File: config.mk
export PLATFORM = sky130hd
export DESIGN_NAME = depth_to_color_map_core
export DESIGN_NICKNAME = d
export VERILOG_FILES = /design/src/rtl/dcm_pkg.sv /design/src/rtl/dcm_gamma.sv /design/src/rtl/dcm_ramp.sv /design/src/rtl/depth_to_color_map_core.sv
export SDC_FILE = /design/constraint.sdc
export NUM_CORES = 1
export LEC_CHECK = 0
export ABC_AREA = 0
export BUFFER_PORTS_ARGS = -buffer_cell sky130_fd_sc_hd__buf_4
export CAP_MARGIN = 20
export CORE_ASPECT_RATIO = 1.4
export CORE_MARGIN = 2
export CORE_UTILIZATION = 29
export CTS_CLUSTER_DIAMETER = 100
export CTS_CLUSTER_SIZE = 28
export DETAILED_ROUTE_END_ITERATION = 12
export SYNTH_ARGS = -nofsm -noshare
export SYNTH_HDL_FRONTEND = slang
export SYNTH_SLANG_ARGS = --single-unit
File: constraint.sdc
create_clock -name i_clk -period 9.39 [get_ports i_clk]
set_clock_uncertainty 0.15 [all_clocks]
set_input_delay 1.4085 -clock i_clk [delete_from_list [all_inputs] [get_ports i_clk]]
set_output_delay 1.4085 -clock i_clk [all_outputs]
set_load 0.01 [all_outputs]
File: src/rtl/dcm_pkg.sv
package dcm_pkg;

    // Raw depth sample width and the derived widths of the gamma datapath
    localparam int DEPTH_BITS  = 11;
    localparam int SQ_BITS     = 2 * DEPTH_BITS;
    localparam int CUBE_BITS   = 3 * DEPTH_BITS;
    localparam int SCALE_BITS  = CUBE_BITS + 4;          // 9 * d^3
    localparam int GAMMA_SHIFT = 3 * DEPTH_BITS - 10;    // 23 for 11-bit depth
    localparam int GAMMA_BITS  = 14;                     // max g = 9202
    localparam int POS_BITS    = 8;
    localparam int SEL_BITS    = GAMMA_BITS - POS_BITS;
    localparam int CHAN_BITS   = 8;
    localparam int OFS_BITS    = 9;

    localparam logic [CHAN_BITS-1:0] CHAN_MAX = 8'hff;

    // Ramp selector codes
    localparam logic [SEL_BITS-1:0] SEL_WHITE_RED   = 6'd0;
    localparam logic [SEL_BITS-1:0] SEL_RED_YELLOW  = 6'd1;
    localparam logic [SEL_BITS-1:0] SEL_YELLOW_GRN  = 6'd2;
    localparam logic [SEL_BITS-1:0] SEL_GRN_CYAN    = 6'd3;
    localparam logic [SEL_BITS-1:0] SEL_CYAN_BLUE   = 6'd4;
    localparam logic [SEL_BITS-1:0] SEL_BLUE_BLACK  = 6'd5;

    typedef struct packed {
        logic [CHAN_BITS-1:0] red;
        logic [CHAN_BITS-1:0] green;
        logic [CHAN_BITS-1:0] blue;
    } t_rgb;

endpackage

File: src/rtl/dcm_gamma.sv
module dcm_gamma
    import dcm_pkg::*;
(
    input  logic                  i_clk,
    input  logic                  i_rst_n,
    input  logic                  i_valid,
    output logic                  o_stall,
    input  logic [DEPTH_BITS-1:0] i_depth,
    output logic                  o_valid,
    input  logic                  i_stall,
    output logic [GAMMA_BITS-1:0] o_gamma
);

    logic                  r_vld_sq, r_vld_cube, r_vld_g;
    logic [DEPTH_BITS-1:0] r_depth;
    logic [SQ_BITS-1:0]    r_sq;
    logic [CUBE_BITS-1:0]  r_cube;
    logic [GAMMA_BITS-1:0] r_g;

    logic                  stall_sq, stall_cube, stall_g;
    logic [SQ_BITS-1:0]    n_sq;
    logic [CUBE_BITS-1:0]  n_cube;
    logic [SCALE_BITS-1:0] scaled;
    logic [GAMMA_BITS-1:0] n_g;

    // A stage holds only when it carries an item and the next one holds
    assign stall_g    = r_vld_g & i_stall;
    assign stall_cube = r_vld_cube & stall_g;
    assign stall_sq   = r_vld_sq & stall_cube;
    assign o_stall    = stall_sq;

    assign n_sq   = SQ_BITS'(i_depth) * SQ_BITS'(i_depth);
    assign n_cube = CUBE_BITS'(r_sq) * CUBE_BITS'(r_depth);
    // 9 * x = (x << 3) + x
    assign scaled = (SCALE_BITS'(r_cube) << 3) + SCALE_BITS'(r_cube);
    assign n_g    = GAMMA_BITS'(scaled >> GAMMA_SHIFT);

    always_ff @(posedge i_clk) begin
        if (!i_rst_n) begin
            r_vld_sq   <= 1'b0;
            r_vld_cube <= 1'b0;
            r_vld_g    <= 1'b0;
        end else begin
            if (!stall_sq)   r_vld_sq   <= i_valid;
            if (!stall_cube) r_vld_cube <= r_vld_sq;
            if (!stall_g)    r_vld_g    <= r_vld_cube;
        end
    end

    always_ff @(posedge i_clk) begin
        if (!stall_sq && i_valid) begin
            r_depth <= i_depth;
            r_sq    <= n_sq;
        end
        if (!stall_cube && r_vld_sq) begin
            r_cube <= n_cube;
        end
        if (!stall_g && r_vld_cube) begin
            r_g <= n_g;
        end
    end

    assign o_valid = r_vld_g;
    assign o_gamma = r_g;

endmodule

File: src/rtl/dcm_ramp.sv
module dcm_ramp
    import dcm_pkg::*;
(
    input  logic                       i_clk,
    input  logic                       i_rst_n,
    input  logic                       i_valid,
    output logic                       o_stall,
    input  logic [GAMMA_BITS-1:0]      i_gamma,
    input  logic signed [OFS_BITS-1:0] i_offset,
    output logic                       o_valid,
    input  logic                       i_stall,
    output t_rgb                       o_rgb
);

    logic                 r_vld_base, r_vld_out;
    t_rgb                 r_base, r_out;
    logic                 stall_base, stall_out;
    t_rgb                 n_base, n_out;
    logic [SEL_BITS-1:0]  sel;
    logic [POS_BITS-1:0]  pos;

    assign stall_out  = r_vld_out & i_stall;
    assign stall_base = r_vld_base & stall_out;
    assign o_stall    = stall_base;

    assign sel = i_gamma[GAMMA_BITS-1:POS_BITS];
    assign pos = i_gamma[POS_BITS-1:0];

    always_comb begin
        n_base = '0;
        unique case (sel)
            SEL_WHITE_RED:  n_base = '{CHAN_MAX, CHAN_MAX - pos, CHAN_MAX - pos};
            SEL_RED_YELLOW: n_base = '{CHAN_MAX, pos, '0};
            SEL_YELLOW_GRN: n_base = '{CHAN_MAX - pos, CHAN_MAX, '0};
            SEL_GRN_CYAN:   n_base = '{'0, CHAN_MAX, pos};
            SEL_CYAN_BLUE:  n_base = '{'0, CHAN_MAX - pos, CHAN_MAX};
            SEL_BLUE_BLACK: n_base = '{'0, '0, CHAN_MAX - pos};
            default:        n_base = '0;
        endcase
    end

    function automatic logic [CHAN_BITS-1:0] sat_add(
        input logic [CHAN_BITS-1:0]       base,
        input logic signed [OFS_BITS-1:0] ofs
    );
        logic signed [CHAN_BITS+1:0] sum;
        sum = $signed({2'b00, base}) + (CHAN_BITS+2)'(ofs);
        if (sum[CHAN_BITS+1])    return '0;
        else if (sum[CHAN_BITS]) return CHAN_MAX;
        else                     return sum[CHAN_BITS-1:0];
    endfunction

    always_comb begin
        n_out.red   = sat_add(r_base.red,   i_offset);
        n_out.green = sat_add(r_base.green, i_offset);
        n_out.blue  = sat_add(r_base.blue,  i_offset);
    end

    always_ff @(posedge i_clk) begin
        if (!i_rst_n) begin
            r_vld_base <= 1'b0;
            r_vld_out  <= 1'b0;
        end else begin
            if (!stall_base) r_vld_base <= i_valid;
            if (!stall_out)  r_vld_out  <= r_vld_base;
        end
    end

    always_ff @(posedge i_clk) begin
        if (!stall_base && i_valid)  r_base <= n_base;
        if (!stall_out && r_vld_base) r_out <= n_out;
    end

    assign o_valid = r_vld_out;
    assign o_rgb   = r_out;

endmodule

File: src/rtl/depth_to_color_map_core.sv
// Channel   | Direction | Handshake            | Payload
// ----------+-----------+----------------------+------------------------------------
// depth in  | input     | i_valid / o_stall    | i_raw_depth[10:0]
// pixel out | output    | o_valid / i_stall    | o_red[7:0], o_green[7:0], o_blue[7:0]
// config    | input     | i_cfg_we (no wait)   | i_cfg_wdata[8:0] brightness offset
//
// One transaction per cycle sustained while i_stall is low; the stages from input
// acceptance to o_valid are square, cube, scale/shift, ramp lookup and offset
// saturate. The two multiplier stages set the stage depth.
// Reset (synchronous, active low) clears all stage valid bits and the offset.
// A stall holds only the stages that carry a transaction; empty stages keep
// filling, so bubbles collapse and nothing is lost or repeated.
module depth_to_color_map_core
    import dcm_pkg::*;
(
    input  logic                  i_clk,
    input  logic                  i_rst_n,
    // depth input channel
    input  logic                  i_valid,
    output logic                  o_stall,
    input  logic [DEPTH_BITS-1:0] i_raw_depth,
    // pixel output channel
    output logic                  o_valid,
    input  logic                  i_stall,
    output logic [CHAN_BITS-1:0]  o_red,
    output logic [CHAN_BITS-1:0]  o_green,
    output logic [CHAN_BITS-1:0]  o_blue,
    // brightness offset register
    input  logic                  i_cfg_we,
    input  logic [OFS_BITS-1:0]   i_cfg_wdata
);

    logic signed [OFS_BITS-1:0] r_offset;
    logic                       g_valid, g_stall;
    logic [GAMMA_BITS-1:0]      g_value;
    t_rgb                       rgb;

    // Offset register: the user must write it only while the pipe is idle (the
    // block itself does not enforce this), so the last stage reads it directly.
    always_ff @(posedge i_clk) begin
        if (!i_rst_n) begin
            r_offset <= '0;
        end else if (i_cfg_we) begin
            r_offset <= $signed(i_cfg_wdata);
        end
    end

    // Cubic gamma curve: g = (9 * d^3) >> 23 over three stages
    dcm_gamma u_gamma (
        .i_clk   (i_clk),
        .i_rst_n (i_rst_n),
        .i_valid (i_valid),
        .o_stall (o_stall),
        .i_depth (i_raw_depth),
        .o_valid (g_valid),
        .i_stall (g_stall),
        .o_gamma (g_value)
    );

    // Six-segment ramp lookup, then saturating offset add
    dcm_ramp u_ramp (
        .i_clk    (i_clk),
        .i_rst_n  (i_rst_n),
        .i_valid  (g_valid),
        .o_stall  (g_stall),
        .i_gamma  (g_value),
        .i_offset (r_offset),
        .o_valid  (o_valid),
        .i_stall  (i_stall),
        .o_rgb    (rgb)
    );

    assign o_red   = rgb.red;
    assign o_green = rgb.green;
    assign o_blue  = rgb.blue;

endmodule

* Word-level counts from Yosys, hierarchy flattened
Cells that the tools add are included.
** Storage, ports and cells
- Input port bits :: 25
- Memories :: 0
- Word-level logic and storage cells :: 48
- Bits in latches :: 0
- RAM bits :: 0
- Memory bits (read-only) :: 0
- Output and inout port bits :: 26
- Bits in registers :: 142
** Operators by class
- Multipliers :: 2
- Divide/modulo/power cells :: 0
- $add $sub $neg :: 5
- Muxes and demuxes :: 4
- Shift operators :: 0
- Bitwise operators :: 5
- Magnitude comparators :: 0
- Reductions and logical operators :: 11
- Equal/unequal tests :: 5
** Operators by type and width (number)
- case mux 24 bit (6 select lines) :: 1
- adder 36 x 33 -> 37 bit :: 1
- multiplier 22 x 11 -> 33 bit :: 1
- adder 9 x 9 -> 10 bit :: 3
- 2-to-1 mux 8 bit :: 3
- multiplier 11 x 11 -> 22 bit :: 1
- == test 6 x 2 -> 1 bit (second input constant) :: 2
- == test 6 x 3 -> 1 bit (second input constant) :: 2
- subtractor 8 bit (first input constant) :: 1
- == test 6 x 1 -> 1 bit (second input constant) :: 1
- logical NOT 6 bit :: 1
- AND 1 bit :: 5
- logical AND 1 bit :: 5
- logical NOT 1 bit :: 5

* Longest topological paths before layout
- Depth after elaboration :: 7
- Gate-level depth with buffers :: 22
- Depth with buffers taken out :: 21

* Cells and area by module
A second synthesis with hierarchy kept.
** Unflattened totals
- Cells, all modules :: 1771
- Area total of the unflattened synthesis :: 17591.9 sq um
** By module, submodules not included
- dcm_gamma :: times used 1, cells each 1441, sequential area each 2402.3 sq um, area each 14020.9 sq um
- dcm_ramp :: times used 1, cells each 302, sequential area each 1481.4 sq um, area each 3233.1 sq um
- depth_to_color_map_core :: times used 1, cells each 28, sequential area each 180.2 sq um, area each 337.8 sq um

* Worst setup path after synthesis
No wires, ideal clock.
- Path kind :: input to register
- Start point :: input port i_raw_depth[7]
- End point :: register u_gamma.r_sq[20], data pin
- Buffers on the path :: 1
- Slack :: 2605 ps
- Arrival :: 6378 ps
- Setup time :: 258 ps
- Cell stages on the path :: 22
- Required time :: 8982 ps
- Path through :: clkbuf_1 inv_1 nor2_1 ha_1 xnor2_1 fa_1 inv_1 fa_1 inv_1 fa_1 inv_1 fa_1 inv_1 ha_1 a21oi_1 nand2_1 o21a_1 a41o_1 or4_4 a31o_1 a21oi_2 xnor2_1
** Between the ends
- Word-level cells in the longest chain between the ends :: 1
** RTL lines
- from (decl) :: line depth_to_color_map_core.sv:21 : input logic [DEPTH_BITS-1:0] i_raw_depth,
- multiplier 11 x 11 -> 22 bit :: line dcm_gamma.sv:32 : assign n_sq = SQ_BITS'(i_depth) * SQ_BITS'(i_depth);
- named net u_gamma.n_sq[20] :: line dcm_gamma.sv:21 : logic [SQ_BITS-1:0] n_sq;
- to (signal assigned) :: line dcm_gamma.sv:53 : r_sq <= n_sq;
- to (decl) :: line dcm_gamma.sv:16 : logic [SQ_BITS-1:0] r_sq;
The timed path passes the listed nets, and every way through them passes these cells.
A chain may end at the register's enable or synchronous reset.

* Final worst setup path
- Start point :: input port i_raw_depth[4]
- End point :: register u_gamma.r_sq[20], data pin
The elaborated chain is that of the path after synthesis.

==> summary.md <==
| Metric | Value |
|---|---|
| Setup Buffers After CTS | `0` |
| Clock period minus worst slack | `between 6 and 7 ns` |
| Synth Flop Type | `edfxtp_1` |
| Most frequent cells in the layout | `288 x inv_1, 240 x fa_1, 207 x nand2_1` |
| Cell count after synthesis | `1,760` |
| CTS Hold Buffers Added | `0` |
| Post-CTS Resized | `0` |
| Synthesized area | `17,400 sq um` |
| Largest net degree at the start of global routing | `34` |
| DRC violations left | `0` |
| Post-route ant nets | `0` |
| Clock buffer depth | `2` |
| Worst Path Required | `9.45 ns` |
| Via count | `between 10,000 and 15,000` |
| Width of the die | `211 um` |
| H-tree depth | `4` |
| Dpl ws | `2.35 ns` |
| Ant diodes | `0` |
| Commonest non-fill, non-tap cell in the layout | `inv_1` |
| Routability congestion estimate | `0.845` |
| Max frequency | `153 MHz` |
| Io pins | `between 50 and 60` |
| Post-synth ARST share | `0%` |
| WL per Instance | `14.1 um` |
| Final HPWL DP | `29,400 um` |
| Initial Util | `29.2%` |
| Port Buffer Count | `50` |
| HP Class | `reg -> reg` |
| Final Hold Viols | `0` |
| Largest fanout on the critical path | `13` |
| Slew headroom | `30.1%` |
| Synth top area share | `27.6%` |
| Initial drt markers | `429` |
| Clk sinks | `140` |
| Tcrit/Tclk final | `69.8%` |
| Routed wire length | `35,900 um` |
| Status | `complete, no violations` |
| YS warnings | `0` |
| Chip Height | `294 um` |
| Nets | `2,210` |
| Final setup vio count | `0` |
| TNS Setup | `0 ns` |
| CTS tree | `yes` |
| Area contributors post-synth | `fa_1 28%, edfxtp_1 22%, ha_1 13%, inv_1 6.2%, and2_1 4.6%` |
| Post-synthesis sequential area ratio | `23.4%` |
| Worst Setup Start Kind | `input pin` |
| Vias in the first global route | `between 10,000 and 15,000` |
| Antenna violations before repair | `0` |
| #FFs+latches synth | `140` |
| RSZ-0062 raised after global routing | `no` |
| Worst EP arrival | `6.61 ns` |
| Setup ws final | `2.84 ns` |
| Syn-to-layout area delta | `9.94%` |
| CTS root buffer | `clkbuf_16` |
| Via/cell ratio | `4.67` |
| Die area | `roughly 62,000 sq um` |
| Unique masters post-synth | `62` |
| Crit Path Class | `in -> reg` |
| Share of layout cells above drive strength 1 | `just under 6%` |
| Total track usage | `12.3%` |
| Total grt overflow | `0` |
| Slew @ Worst Pin | `around 1.0 ns` |
| DR pass1 iterations | `7` |
| Clk pin slew, worst setup/hold paths | `0.07 ns` |
| Inserted Clock Buffers | `17` |
| Synth area leader | `fa_1` |
| Crit path capture type | `flop` |
| Maxcap violations | `0` |
| Syn Area/Cell | `9.88 sq um` |
| Post-synth EDFFs | `126` |
| Slew Viols, Final | `0` |
| First-pass GRT wire length | `61,700 um` |
| FP Rows | `106` |
| Core area | `59,500 sq um` |
| Worst-Skew Late Latency | `0.46 ns` |
worst max-delay path: stages:
cell and delay (ns):
buf_4 0.17, and2_1 0.19, fa_1 0.53, fa_1 0.53
inv_1 0.06, fa_1 0.53, inv_1 0.05, fa_1 0.53
inv_1 0.05, fa_1 0.53, inv_1 0.04, ha_1 0.34
a21oi_1 0.22, o21ai_0 0.13, o21a_1 0.15, a41o_1 0.27
or4_4 0.43, a31o_1 0.23, a21oi_2 0.14, xnor2_1 0.07
Yosys cell counts, types with 9 or more instances:
master	n
a21o_1	34
a21oi_1	73
and2_1	127
and3_1	20
clkbuf_1	68
dfxtp_1	14
edfxtp_1	126
fa_1	240
ha_1	176
inv_1	288
mux2i_1	9
nand2_1	207
nor2_1	63
nor2b_1	28
nor3_1	11
o21a_1	34
o21ai_0	42
xnor2_1	56
xor2_1	25
per-layer routing:
metal | share of wire (%) | up-vias | GRT usage, % | wire (um)
li1 | - | 5685 | - | -
met3 | 2.9 | 84 | 1.86 | 1030
met2 | 55 | 206 | 24.1 | 19600
met5 | 0 | - | 0 | 0
met4 | 3.3 | 0 | 5.41 | 1190
met1 | 39 | 5888 | 12.7 | 14100
area by class of cell:
type	instances	area [sq um]
Fill cell	6053	40400
Multi-Input combinational cell	1267	12000
Sequential cell	140	4060
Inverter	288	1080
Tap cell	756	946
Clock buffer	19	454
Timing Repair Buffer	55	433
Clock inverter	13	120
final timing paths:
| check | from | to | slack [ns] | cells past startpoint |
|---|---|---|---|---|
| max | i_raw_depth[4] | u_gamma.r_sq[20]$_DFFE_PP_ | 2.84 | 20 |
| min reg2reg | u_gamma.o_valid$_SDFFE_PN0N_ | u_ramp.r_vld_base$_SDFFE_PN0N_ | 0.34 | 1 |
| max reg2reg | u_gamma.r_depth[2]$_DFFE_PP_ | u_gamma.r_cube[30]$_DFFE_PP_ | 2.88 | 17 |
| min | u_gamma.o_valid$_SDFFE_PN0N_ | u_ramp.r_vld_base$_SDFFE_PN0N_ | 0.34 | 1 |
metrics by stage:
stage / instance area [sq um] / instances / util (%) / hold WS, ns
floorplan: 17400 / 1764 / - / 0.296
global placement: 18500 / 2503 / 31.1 / 0.310
detailed placement: 18500 / 2503 / 31.1 / 0.319
CTS: 19100 / 2535 / 32.0 / 0.345
global route: 19100 / 2538 / 32.1 / 0.372
finish: 19100 / 2538 / 32.1 / 0.340
cell families after synthesis:
family / Yosys count / synth area share, %
AOI/OAI and AO/OA: 250 / 9.53
adders and majority gates: 424 / 40.7
xor gates and xnor gates: 81 / 4.08
other: 2 / 0.0432
and+or+nand+nor: 495 / 13.9
muxes: 11 / 0.647
buffers and inverters: 357 / 7.71
DFF: 140 / 23.4
sequential cells by signal (all words and copies together) (netlist names):
register and count:
u_gamma.r_cube 33, u_ramp.o_rgb 24, u_ramp.r_base 24, u_gamma.r_sq 21, u_gamma.o_gamma 14, u_gamma.r_depth 10, r_offset 9, u_gamma.o_valid 1
u_gamma.r_vld_cube 1, u_gamma.r_vld_sq 1, u_ramp.o_valid 1, u_ramp.r_vld_base 1
Power is left out: the tool's default activity adds up to more than one toggle a clock period on the data nets, which glitch-free logic cannot reach.
